[src/rtl/core/blm_pkg.sv]
package blm_pkg;

  // fixed field widths
  localparam int ADC_W   = 12;
  localparam int LEVEL_W = 16;
  localparam int COLOR_W = 2;
  localparam int CFG_W   = 16;
  localparam int CFG_IDX_W = 2;

  // default build
  localparam int DEF_WINDOW_DEPTH = 16;
  localparam int DEF_ADC_BITS     = 12;

  // register reset values
  localparam logic [CFG_W-1:0] RST_POLL_INTERVAL = 16'd1000;
  localparam logic [CFG_W-1:0] RST_HIGH_LIMIT    = 16'd14800;
  localparam logic [CFG_W-1:0] RST_MEDIUM_LIMIT  = 16'd14000;
  localparam logic [CFG_W-1:0] RST_LOW_LIMIT     = 16'd13200;

  // register indexes
  typedef enum logic [CFG_IDX_W-1:0] {
    REG_POLL_INTERVAL = 2'd0,
    REG_HIGH_LIMIT    = 2'd1,
    REG_MEDIUM_LIMIT  = 2'd2,
    REG_LOW_LIMIT     = 2'd3
  } cfg_reg_t;

  // level colours
  typedef enum logic [COLOR_W-1:0] {
    COLOR_GREEN  = 2'd0,
    COLOR_YELLOW = 2'd1,
    COLOR_ORANGE = 2'd2,
    COLOR_RED    = 2'd3
  } color_t;

  // controller to datapath
  typedef struct packed {
    logic tick;
    logic update;
    logic div_init;
    logic div_step;
    logic out_load;
  } ctrl_cmd_t;

  // datapath to controller
  typedef struct packed {
    logic poll;
    logic div_done;
    logic out_free;
  } ctrl_stat_t;

endpackage

[src/rtl/core/blm_if.sv]
// tick channel
interface blm_tick_if;
  logic                       valid;
  logic                       ready;
  logic [blm_pkg::ADC_W-1:0]  adc_reading;
  logic                       led_allowed;

  modport source (output valid, output adc_reading, output led_allowed, input ready);
  modport sink   (input valid, input adc_reading, input led_allowed, output ready);
endinterface

// level result channel
interface blm_level_if;
  logic                         valid;
  logic                         ready;
  logic [blm_pkg::LEVEL_W-1:0]  average_level;
  logic [blm_pkg::COLOR_W-1:0]  level_color;
  logic                         color_update;

  modport source (output valid, output average_level, output level_color,
                  output color_update, input ready);
  modport sink   (input valid, input average_level, input level_color,
                  input color_update, output ready);
endinterface

[src/rtl/core/blm_ctrl.sv]
module blm_ctrl (
  input  logic                   clk,
  input  logic                   rst,
  input  logic                   tick_valid,
  output logic                   tick_ready,
  input  blm_pkg::ctrl_stat_t    stat,
  output blm_pkg::ctrl_cmd_t     cmd
);

  typedef enum logic [2:0] {
    S_IDLE,
    S_UPDATE,
    S_DIV_INIT,
    S_DIVIDE,
    S_FINISH
  } state_t;

  state_t state;
  state_t state_next;

  // tick acceptance and the sequencing of one poll
  always_comb begin
    state_next   = state;
    cmd          = '0;
    tick_ready   = 1'b0;
    unique case (state)
      S_IDLE: begin
        tick_ready = 1'b1;
        if (tick_valid) begin
          cmd.tick = 1'b1;
          if (stat.poll) state_next = S_UPDATE;
        end
      end
      S_UPDATE: begin
        cmd.update = 1'b1;
        state_next = S_DIV_INIT;
      end
      S_DIV_INIT: begin
        cmd.div_init = 1'b1;
        state_next   = S_DIVIDE;
      end
      S_DIVIDE: begin
        if (stat.div_done) begin
          state_next = S_FINISH;
        end else begin
          cmd.div_step = 1'b1;
        end
      end
      S_FINISH: begin
        if (stat.out_free) begin
          cmd.out_load = 1'b1;
          state_next   = S_IDLE;
        end
      end
      default: state_next = S_IDLE;
    endcase
  end

  // state register
  always_ff @(posedge clk) begin
    if (rst) begin
      state <= S_IDLE;
    end else begin
      state <= state_next;
    end
  end

endmodule

[src/rtl/core/blm_dp.sv]
module blm_dp #(
  parameter int WINDOW_DEPTH = blm_pkg::DEF_WINDOW_DEPTH,
  parameter int ADC_BITS     = blm_pkg::DEF_ADC_BITS
) (
  input  logic                          clk,
  input  logic                          rst,
  // tick word
  input  logic [blm_pkg::ADC_W-1:0]     adc_reading,
  input  logic                          led_allowed,
  // configuration
  input  logic                          cfg_write,
  input  logic [blm_pkg::CFG_IDX_W-1:0] cfg_index,
  input  logic [blm_pkg::CFG_W-1:0]     cfg_data,
  // control
  input  blm_pkg::ctrl_cmd_t            cmd,
  output blm_pkg::ctrl_stat_t           stat,
  // result word
  output logic                          level_valid,
  input  logic                          level_ready,
  output logic [blm_pkg::LEVEL_W-1:0]   average_level,
  output logic [blm_pkg::COLOR_W-1:0]   level_color,
  output logic                          color_update
);

  localparam int SLOT_W  = (WINDOW_DEPTH > 1) ? $clog2(WINDOW_DEPTH) : 1;
  localparam int CNT_W   = $clog2(WINDOW_DEPTH + 1);
  localparam int SUM_W   = blm_pkg::LEVEL_W + $clog2(WINDOW_DEPTH);
  localparam int DCNT_W  = $clog2(SUM_W + 1);
  localparam int ADC_USE = (ADC_BITS < blm_pkg::ADC_W) ? ADC_BITS : blm_pkg::ADC_W;
  localparam int SCL_W   = blm_pkg::ADC_W + 4;
  localparam logic [blm_pkg::ADC_W-1:0] ADC_MASK = blm_pkg::ADC_W'((1 << ADC_USE) - 1);
  localparam logic [SLOT_W-1:0] LAST_SLOT = SLOT_W'(WINDOW_DEPTH - 1);
  localparam logic [CNT_W-1:0]  FULL_CNT  = CNT_W'(WINDOW_DEPTH);

  // configuration registers
  logic [blm_pkg::CFG_W-1:0] poll_interval_ms;
  logic [blm_pkg::CFG_W-1:0] high_limit;
  logic [blm_pkg::CFG_W-1:0] medium_limit;
  logic [blm_pkg::CFG_W-1:0] low_limit;

  always_ff @(posedge clk) begin
    if (rst) begin
      poll_interval_ms <= blm_pkg::RST_POLL_INTERVAL;
      high_limit       <= blm_pkg::RST_HIGH_LIMIT;
      medium_limit     <= blm_pkg::RST_MEDIUM_LIMIT;
      low_limit        <= blm_pkg::RST_LOW_LIMIT;
    end else if (cfg_write) begin
      unique case (blm_pkg::cfg_reg_t'(cfg_index))
        blm_pkg::REG_POLL_INTERVAL: poll_interval_ms <= cfg_data;
        blm_pkg::REG_HIGH_LIMIT:    high_limit       <= cfg_data;
        blm_pkg::REG_MEDIUM_LIMIT:  medium_limit     <= cfg_data;
        blm_pkg::REG_LOW_LIMIT:     low_limit        <= cfg_data;
        default: ;
      endcase
    end
  end

  // poll timer, saturating
  logic [blm_pkg::CFG_W-1:0] elapsed_ms;
  logic [blm_pkg::CFG_W-1:0] elapsed_inc;

  assign elapsed_inc = (elapsed_ms == '1) ? elapsed_ms : elapsed_ms + 1'b1;
  assign stat.poll   = (elapsed_inc >= poll_interval_ms);

  always_ff @(posedge clk) begin
    if (rst) begin
      elapsed_ms <= '0;
    end else if (cmd.tick) begin
      elapsed_ms <= stat.poll ? '0 : elapsed_inc;
    end
  end

  // scale by nine into quarter millivolts, saturate to 16 bits
  logic [blm_pkg::ADC_W-1:0]   adc_used;
  logic [SCL_W-1:0]            scaled;
  logic [blm_pkg::LEVEL_W-1:0] scaled_sat;

  assign adc_used   = adc_reading & ADC_MASK;
  assign scaled     = (SCL_W'(adc_used) << 3) + SCL_W'(adc_used);
  assign scaled_sat = (scaled > SCL_W'({blm_pkg::LEVEL_W{1'b1}})) ?
                      '1 : scaled[blm_pkg::LEVEL_W-1:0];

  // captured tick word
  logic [blm_pkg::LEVEL_W-1:0] sample;
  logic                        led_hold;

  always_ff @(posedge clk) begin
    if (cmd.tick) begin
      sample   <= scaled_sat;
      led_hold <= led_allowed;
    end
  end

  // sample ring, read on the tick, written on the update
  logic [blm_pkg::LEVEL_W-1:0] ring [WINDOW_DEPTH];
  logic [blm_pkg::LEVEL_W-1:0] ring_q;
  logic [SLOT_W-1:0]           write_slot;
  logic [CNT_W-1:0]            samples_held;

  always_ff @(posedge clk) begin
    if (cmd.tick) ring_q <= ring[write_slot];
    if (cmd.update) ring[write_slot] <= sample;
  end

  // running sum; a slot never written counts as zero until the window is full
  logic [SUM_W-1:0]            window_sum;
  logic [blm_pkg::LEVEL_W-1:0] old_sample;

  assign old_sample = (samples_held == FULL_CNT) ? ring_q : '0;

  always_ff @(posedge clk) begin
    if (rst) begin
      window_sum   <= '0;
      write_slot   <= '0;
      samples_held <= '0;
    end else if (cmd.update) begin
      window_sum   <= window_sum - SUM_W'(old_sample) + SUM_W'(sample);
      write_slot   <= (write_slot == LAST_SLOT) ? '0 : write_slot + 1'b1;
      if (samples_held != FULL_CNT) samples_held <= samples_held + 1'b1;
    end
  end

  // restoring divider, one quotient bit a cycle
  logic [SUM_W-1:0]  quo;
  logic [CNT_W-1:0]  rem;
  logic [DCNT_W-1:0] div_cnt;
  logic [CNT_W:0]    rem_sh;
  logic              rem_ge;

  assign rem_sh        = {rem, quo[SUM_W-1]};
  assign rem_ge        = (rem_sh >= {1'b0, samples_held});
  assign stat.div_done = (div_cnt == '0);

  always_ff @(posedge clk) begin
    if (rst) begin
      div_cnt <= '0;
    end else if (cmd.div_init) begin
      div_cnt <= DCNT_W'(SUM_W);
    end else if (cmd.div_step) begin
      div_cnt <= div_cnt - 1'b1;
    end
  end

  always_ff @(posedge clk) begin
    if (cmd.div_init) begin
      quo <= window_sum;
      rem <= '0;
    end else if (cmd.div_step) begin
      quo <= {quo[SUM_W-2:0], rem_ge};
      rem <= rem_ge ? CNT_W'(rem_sh - {1'b0, samples_held}) : rem_sh[CNT_W-1:0];
    end
  end

  // exact average against a limit: sum <= limit * n
  logic at_high;
  logic at_medium;
  logic at_low;
  logic rem_zero;
  blm_pkg::color_t color;

  assign rem_zero  = (rem == '0);
  assign at_high   = (quo < SUM_W'(high_limit)) ||
                     ((quo == SUM_W'(high_limit)) && rem_zero);
  assign at_medium = (quo < SUM_W'(medium_limit)) ||
                     ((quo == SUM_W'(medium_limit)) && rem_zero);
  assign at_low    = (quo < SUM_W'(low_limit)) ||
                     ((quo == SUM_W'(low_limit)) && rem_zero);

  always_comb begin
    priority if (at_high && !at_medium) begin
      color = blm_pkg::COLOR_YELLOW;
    end else if (at_medium && !at_low) begin
      color = blm_pkg::COLOR_ORANGE;
    end else if (at_low) begin
      color = blm_pkg::COLOR_RED;
    end else begin
      color = blm_pkg::COLOR_GREEN;
    end
  end

  // output register
  assign stat.out_free = !level_valid || level_ready;

  always_ff @(posedge clk) begin
    if (rst) begin
      level_valid <= 1'b0;
    end else if (cmd.out_load) begin
      level_valid <= 1'b1;
    end else if (level_ready) begin
      level_valid <= 1'b0;
    end
  end

  always_ff @(posedge clk) begin
    if (cmd.out_load) begin
      average_level <= quo[blm_pkg::LEVEL_W-1:0];
      level_color   <= color;
      color_update  <= led_hold;
    end
  end

endmodule

[src/rtl/core/battery_level_monitor.sv]
// Battery level monitor. Each word on ticks is one millisecond tick with the converter
// reading and the LED permission flag. Every poll_interval_ms ticks (the first at tick
// poll_interval_ms after reset) the reading is scaled by nine into quarter millivolts and
// entered into a moving average over the last WINDOW_DEPTH samples, dividing by the
// samples actually held until the window fills. One word then leaves on levels: the
// truncated average, a colour from the exact average against the high, medium and low
// limits (yellow, orange, red tested in that order, else green) and color_update equal
// to led_allowed. A tick that does not poll yields no word, and the block stays ready
// for the next tick. A poll tick holds the input through the update, the divider setup,
// the serial divide, which retires one quotient bit per cycle, and the output load.
// A finished word waits in an output register, so ticks that do not poll keep flowing
// while it is held; the next poll tick stays busy in its last cycle until that register
// is free. Registers are written on cfg_write with cfg_index 0 poll interval, 1 high
// limit, 2 medium limit, 3 low limit, and should be written while the block is idle.
module battery_level_monitor #(
  parameter int WINDOW_DEPTH = blm_pkg::DEF_WINDOW_DEPTH,
  parameter int ADC_BITS     = blm_pkg::DEF_ADC_BITS
) (
  input  logic                          clk,
  input  logic                          rst,
  blm_tick_if.sink                      ticks,
  blm_level_if.source                   levels,
  input  logic                          cfg_write,
  input  logic [blm_pkg::CFG_IDX_W-1:0] cfg_index,
  input  logic [blm_pkg::CFG_W-1:0]     cfg_data
);

  blm_pkg::ctrl_cmd_t  cmd;
  blm_pkg::ctrl_stat_t stat;

  // sequencer
  blm_ctrl u_ctrl (
    .clk        (clk),
    .rst        (rst),
    .tick_valid (ticks.valid),
    .tick_ready (ticks.ready),
    .stat       (stat),
    .cmd        (cmd)
  );

  // datapath
  blm_dp #(
    .WINDOW_DEPTH (WINDOW_DEPTH),
    .ADC_BITS     (ADC_BITS)
  ) u_dp (
    .clk           (clk),
    .rst           (rst),
    .adc_reading   (ticks.adc_reading),
    .led_allowed   (ticks.led_allowed),
    .cfg_write     (cfg_write),
    .cfg_index     (cfg_index),
    .cfg_data      (cfg_data),
    .cmd           (cmd),
    .stat          (stat),
    .level_valid   (levels.valid),
    .level_ready   (levels.ready),
    .average_level (levels.average_level),
    .level_color   (levels.level_color),
    .color_update  (levels.color_update)
  );

endmodule

[src/flat_wrapper.sv]
// flat-port wrapper written by rule: the top's interface ports become plain ports
module battery_level_monitor_flat 
#(
  parameter int WINDOW_DEPTH = blm_pkg::DEF_WINDOW_DEPTH,
  parameter int ADC_BITS     = blm_pkg::DEF_ADC_BITS
)
  (clk, rst, cfg_write, cfg_index, cfg_data, ticks_valid, ticks_adc_reading, ticks_led_allowed, ticks_ready, levels_valid, levels_average_level, levels_level_color, levels_color_update, levels_ready);
  blm_tick_if ticks_i ();
  blm_level_if levels_i ();
  input  logic clk;
  input  logic rst;
  input  logic cfg_write;
  input  logic [blm_pkg::CFG_IDX_W-1:0] cfg_index;
  input  logic [blm_pkg::CFG_W-1:0] cfg_data;
  input wire logic [$bits(ticks_i.valid)-1:0] ticks_valid;
  input wire logic [$bits(ticks_i.adc_reading)-1:0] ticks_adc_reading;
  input wire logic [$bits(ticks_i.led_allowed)-1:0] ticks_led_allowed;
  output wire logic [$bits(ticks_i.ready)-1:0] ticks_ready;
  output wire logic [$bits(levels_i.valid)-1:0] levels_valid;
  output wire logic [$bits(levels_i.average_level)-1:0] levels_average_level;
  output wire logic [$bits(levels_i.level_color)-1:0] levels_level_color;
  output wire logic [$bits(levels_i.color_update)-1:0] levels_color_update;
  input wire logic [$bits(levels_i.ready)-1:0] levels_ready;
  assign ticks_i.valid = ticks_valid;
  assign ticks_i.adc_reading = ticks_adc_reading;
  assign ticks_i.led_allowed = ticks_led_allowed;
  assign ticks_ready = ticks_i.ready;
  assign levels_valid = levels_i.valid;
  assign levels_average_level = levels_i.average_level;
  assign levels_level_color = levels_i.level_color;
  assign levels_color_update = levels_i.color_update;
  assign levels_i.ready = levels_ready;
  battery_level_monitor #(.WINDOW_DEPTH(WINDOW_DEPTH), .ADC_BITS(ADC_BITS)) u_core (.clk(clk), .rst(rst), .ticks(ticks_i), .levels(levels_i), .cfg_write(cfg_write), .cfg_index(cfg_index), .cfg_data(cfg_data));
endmodule
[config.mk]
export PLATFORM = sky130hd
export DESIGN_NAME = battery_level_monitor_flat
export DESIGN_NICKNAME = d
export VERILOG_FILES = /design/src/rtl/core/blm_pkg.sv /design/src/rtl/core/blm_if.sv /design/src/rtl/core/blm_ctrl.sv /design/src/rtl/core/blm_dp.sv /design/src/rtl/core/battery_level_monitor.sv /design/src/flat_wrapper.sv
export SDC_FILE = /design/constraint.sdc
export NUM_CORES = 1
export LEC_CHECK = 0
export ABC_AREA = 1
export ABC_CLOCK_PERIOD_IN_PS = 4600
export BUFFER_PORTS_ARGS = -buffer_cell sky130_fd_sc_hd__buf_4
export CAP_MARGIN = 15
export CORE_MARGIN = 3
export CORE_UTILIZATION = 28
export CTS_CLUSTER_SIZE = 12
export DETAILED_ROUTE_END_ITERATION = 12
export GPL_ROUTABILITY_DRIVEN = 0
export PLACE_DENSITY = 0.4
export SLEW_MARGIN = 20
export SYNTH_ARGS = -nofsm -noshare
export SYNTH_HDL_FRONTEND = slang
export SYNTH_SLANG_ARGS = --single-unit
[constraint.sdc]
create_clock -name clk -period 4.6 [get_ports clk]
set_input_delay 0.92 -clock clk [delete_from_list [all_inputs] [get_ports clk]]
set_output_delay 0.92 -clock clk [all_outputs]
set_load 0.02 [all_outputs]
==> impl_metrics.csv <==
group,metric,value,unit
routing,route.detailed.drc,0,
routing,drt_iter0_markers,968,
synth,synth_ff_type,"edfxtp_1",
critical_path,crit_buf_inv,4,
placed_design,dp_hpwl,38800,um
cts,ctsHoldBuffers,0,
cts,post_cts_buffers,0,
synth,synth.net_count,2286,
worst_hold_path,hp-class,"reg -> reg",
synth,ys_seq_area_share,58.0,%
sta,worstMarginPinSlew,1.07,ns
global_routing,grt_pass1_vias,14862,
critical_path,max_stage_delay,0.48,ns
critical_path,cp-startpoint,"u_core.u_dp.samples_held[1]",
critical_path,cp_num_cells,17,
power_and_ir_drop,leakage,0.00948,uW
final_layout,final_cell_mix,"edfxtp_1 (328), nand2_1 (299), inv_1 (257), o21ai_0 (237), nor2_1 (222)",
critical_path,path_cells,"inv_1 > ha_1 > nand4_1 > buf_4 > nor2_1 > fa_1 > inv_1 > ha_1 > nand2_1 > nand3_1 > nand2_1 > nand3_1 > nand2_1 > nand2_1 > xor2_1 > o21ai_0 > inv_1",
sta,slew_headroom,28.3,%
critical_path,critPathTopFamily,"simple AND/OR/NAND/NOR gates",
synth,synth_cells,2125,
sta,period_share,72.1,%
routing,num_vias,15070,
worst_hold_path,min_path_cells,0,
sta,skew,0.0175,ns
floorplan,io_pins,57,
floorplan,placeableCoreArea,74800,um2
floorplan,row_count,100,
critical_path,critPathSlowestCell,"fa_1",
cts,clkLatencyLatePin,0.61,ns
synth,syn_area,21200,um2
critical_path,endpoint_kind,"flip-flop",
routing,drtAntennaViolNets,0,
cts,clockBufferDepth,3,
global_routing,grt_max_degree,103,
cts,cts.sinks,451,
final_layout,area_delta_synth_final,15.1,%
global_routing,antenna_found_initial,1,
worst_hold_path,min-delay-start,"u_core.u_dp.led_hold",
critical_path,start_kind,"flip-flop",
power_and_ir_drop,ir_worst_vdd,0.305,mV
routing,wl_per_cell,19.1,um
synth,synth_area_leaders,"edfxtp_1 (46%), dfxtp_1 (12%), ha_1 (6.3%)",
synth,synth-edff-count,328,
cts,path_clk_slew,0.06,ns
critical_path,crit_fanout,17,
critical_path,r2r_cells,17,
placed_design,port_buffers,56,
sta,rsz0062_at_grt,"false",
global_routing,grt_use_total,15.4,%
critical_path,arrival,3.81,ns
power_and_ir_drop,p_total,13200,uW
synth,yosys.area.top_type_share,46.4,%
cts,cts_tree,"done",
critical_path,path_class,"reg -> reg",
job,maxCapViolCount,0,
critical_path,timing.rr.start,"u_core.u_dp.samples_held[1]",
global_routing,grt_overflow,0,
synth,synthArstFlopShare,0,%
synth,yosysWarnings,0,
sta,tns,0,ns
floorplan,initial_core_util,28.4,%
global_routing,grt_pass1_wl,92500,um
final_layout,layout.nets,2350,
run_status,status,"finished, final reports clean",
final_layout,layout_commonest_cell,"edfxtp_1",
routing,vias_per_cell,4.71,
floorplan,die_h,281,um
sta,final-hold-violation-count,0,
synth,yosys.area.top_type,"edfxtp_1",
routing,routed_wirelength,61100,um
synth,synth_seq_cells,451,
floorplan,die_x,281,um
routing,firstDrtPassIters,5,
power_and_ir_drop,power.density,538,nW/um2
sta,max_freq,0.301,GHz
critical_path,cp_common_cell,"nand2_1",
synth,syn_avg_cell_area,9.99,um2
final_layout,drive_gt1_share,9.87,%
floorplan,die_area,79200,um2
cts,post_cts_resized,0,
cts,cts-buffers-inserted,53,
sta,fin_crit,3.32,ns
cts,cts-root-buf,"clkbuf_16",
cts,cts_max_level,2,
synth,yosysUniqueCellTypes,48,
final_layout,n_antenna_cell,0,
sta,setup_viol,0,
critical_path,critical_path_required,5.09,ns
sta,finalMaxSlewViolations,0,
-- state kept, by name, summed over array words and instances, names as in the netlist, 2 cells and up --
| register | cells |
|---|---|
| u_core.u_ctrl.state | 3 |
| u_core.u_dp.write_slot | 4 |
| u_core.u_dp.window_sum | 20 |
| u_core.u_dp.high_limit | 16 |
| u_core.u_dp.div_cnt | 5 |
| u_core.u_dp.poll_interval_ms | 16 |
| u_core.u_dp.low_limit | 16 |
| u_core.u_dp.average_level | 16 |
| u_core.u_dp.ring_q | 16 |
| u_core.u_dp.quo | 20 |
| u_core.u_dp.samples_held | 5 |
| u_core.u_dp.ring | 256 |
| u_core.u_dp.medium_limit | 16 |
| u_core.u_dp.level_color | 2 |
| u_core.u_dp.sample | 16 |
| u_core.u_dp.elapsed_ms | 16 |
| u_core.u_dp.rem | 5 |
-- logic make-up (layout without fill, tap and decap cells) --
group,count (synthesis),after routing,share of synthesized area [%]
AOI/OAI and AO/OA,504,504,12.9
and+or+nand+nor,663,663,13.2
DFF,451,451,58.0
adders and majority gates,125,125,8.00
buffers and inverters,347,450,6.44
xor gates and xnor gates,35,35,1.44
-- power by group --
group	internal, uW	switching, uW	total (uW)
registers	5040	439	5470
clock network	2250	1700	3950
logic	1220	2500	3720
-- routing by layer --
layer,part of all wire [%],track usage (%)
met1,46,20.2
met3,3.9,2.36
met5,0.021,0
met4,2.6,4.65
met2,48,26.4
-- stage by stage --
stage	utilization [%]	hold slack (ns)	setup slack, ns	std cells	cell area, um2
6_report	32.7	0.421	1.28	3197	24400
3_3_place_gp	30.5	0.406	1.30	3103	22800
4_1_cts	32.7	0.424	1.25	3197	24400
2_1_floorplan	-	0.400	1.51	2125	21200
3_5_place_dp	30.5	0.409	1.26	3103	22800
5_1_grt	32.7	0.426	0.978	3197	24400
-- synth_stat cells, types with 4 or more instances --
cell,number
edfxtp_1,328
nand2_1,299
inv_1,260
nor2_1,239
o21ai_0,237
a21oi_1,141
dfxtp_1,123
ha_1,107
o22ai_1,65
clkbuf_1,61
nand3_1,39
nand4_1,37
xor2_1,27
o211ai_1,20
fa_1,18
buf_2,15
nor3_1,14
nand2_2,10
o21ai_1,8
xnor2_1,8
o21a_1,6
a21oi_2,5
a31oi_1,5
inv_2,5
nor3b_1,5
a21boi_0,4
nand2_4,4
o21bai_1,4
-- cell type report --
| class | instances | area (um2) |
|---|---|---|
| inverters | 266 | 1000 |
| clock buffers | 65 | 1380 |
| multi-input cells | 1327 | 7590 |
| clock inverters | 29 | 245 |
| well taps | 969 | 1210 |
| flip-flops and latches | 451 | 12300 |
| fillers | 7654 | 50400 |
| repair buffers | 90 | 688 |
-- final timing paths --
| path | endpoint | slack (ns) |
|---|---|---|
| setup / recovery | u_core.u_dp.window_sum[11] | 1.28 |
| hold / removal | u_core.u_dp.color_update | 0.42 |
| setup reg to reg | u_core.u_dp.window_sum[11] | 1.28 |
| hold reg to reg | u_core.u_dp.color_update | 0.42 |
Note: power is estimated with default switching activity, not from simulation.
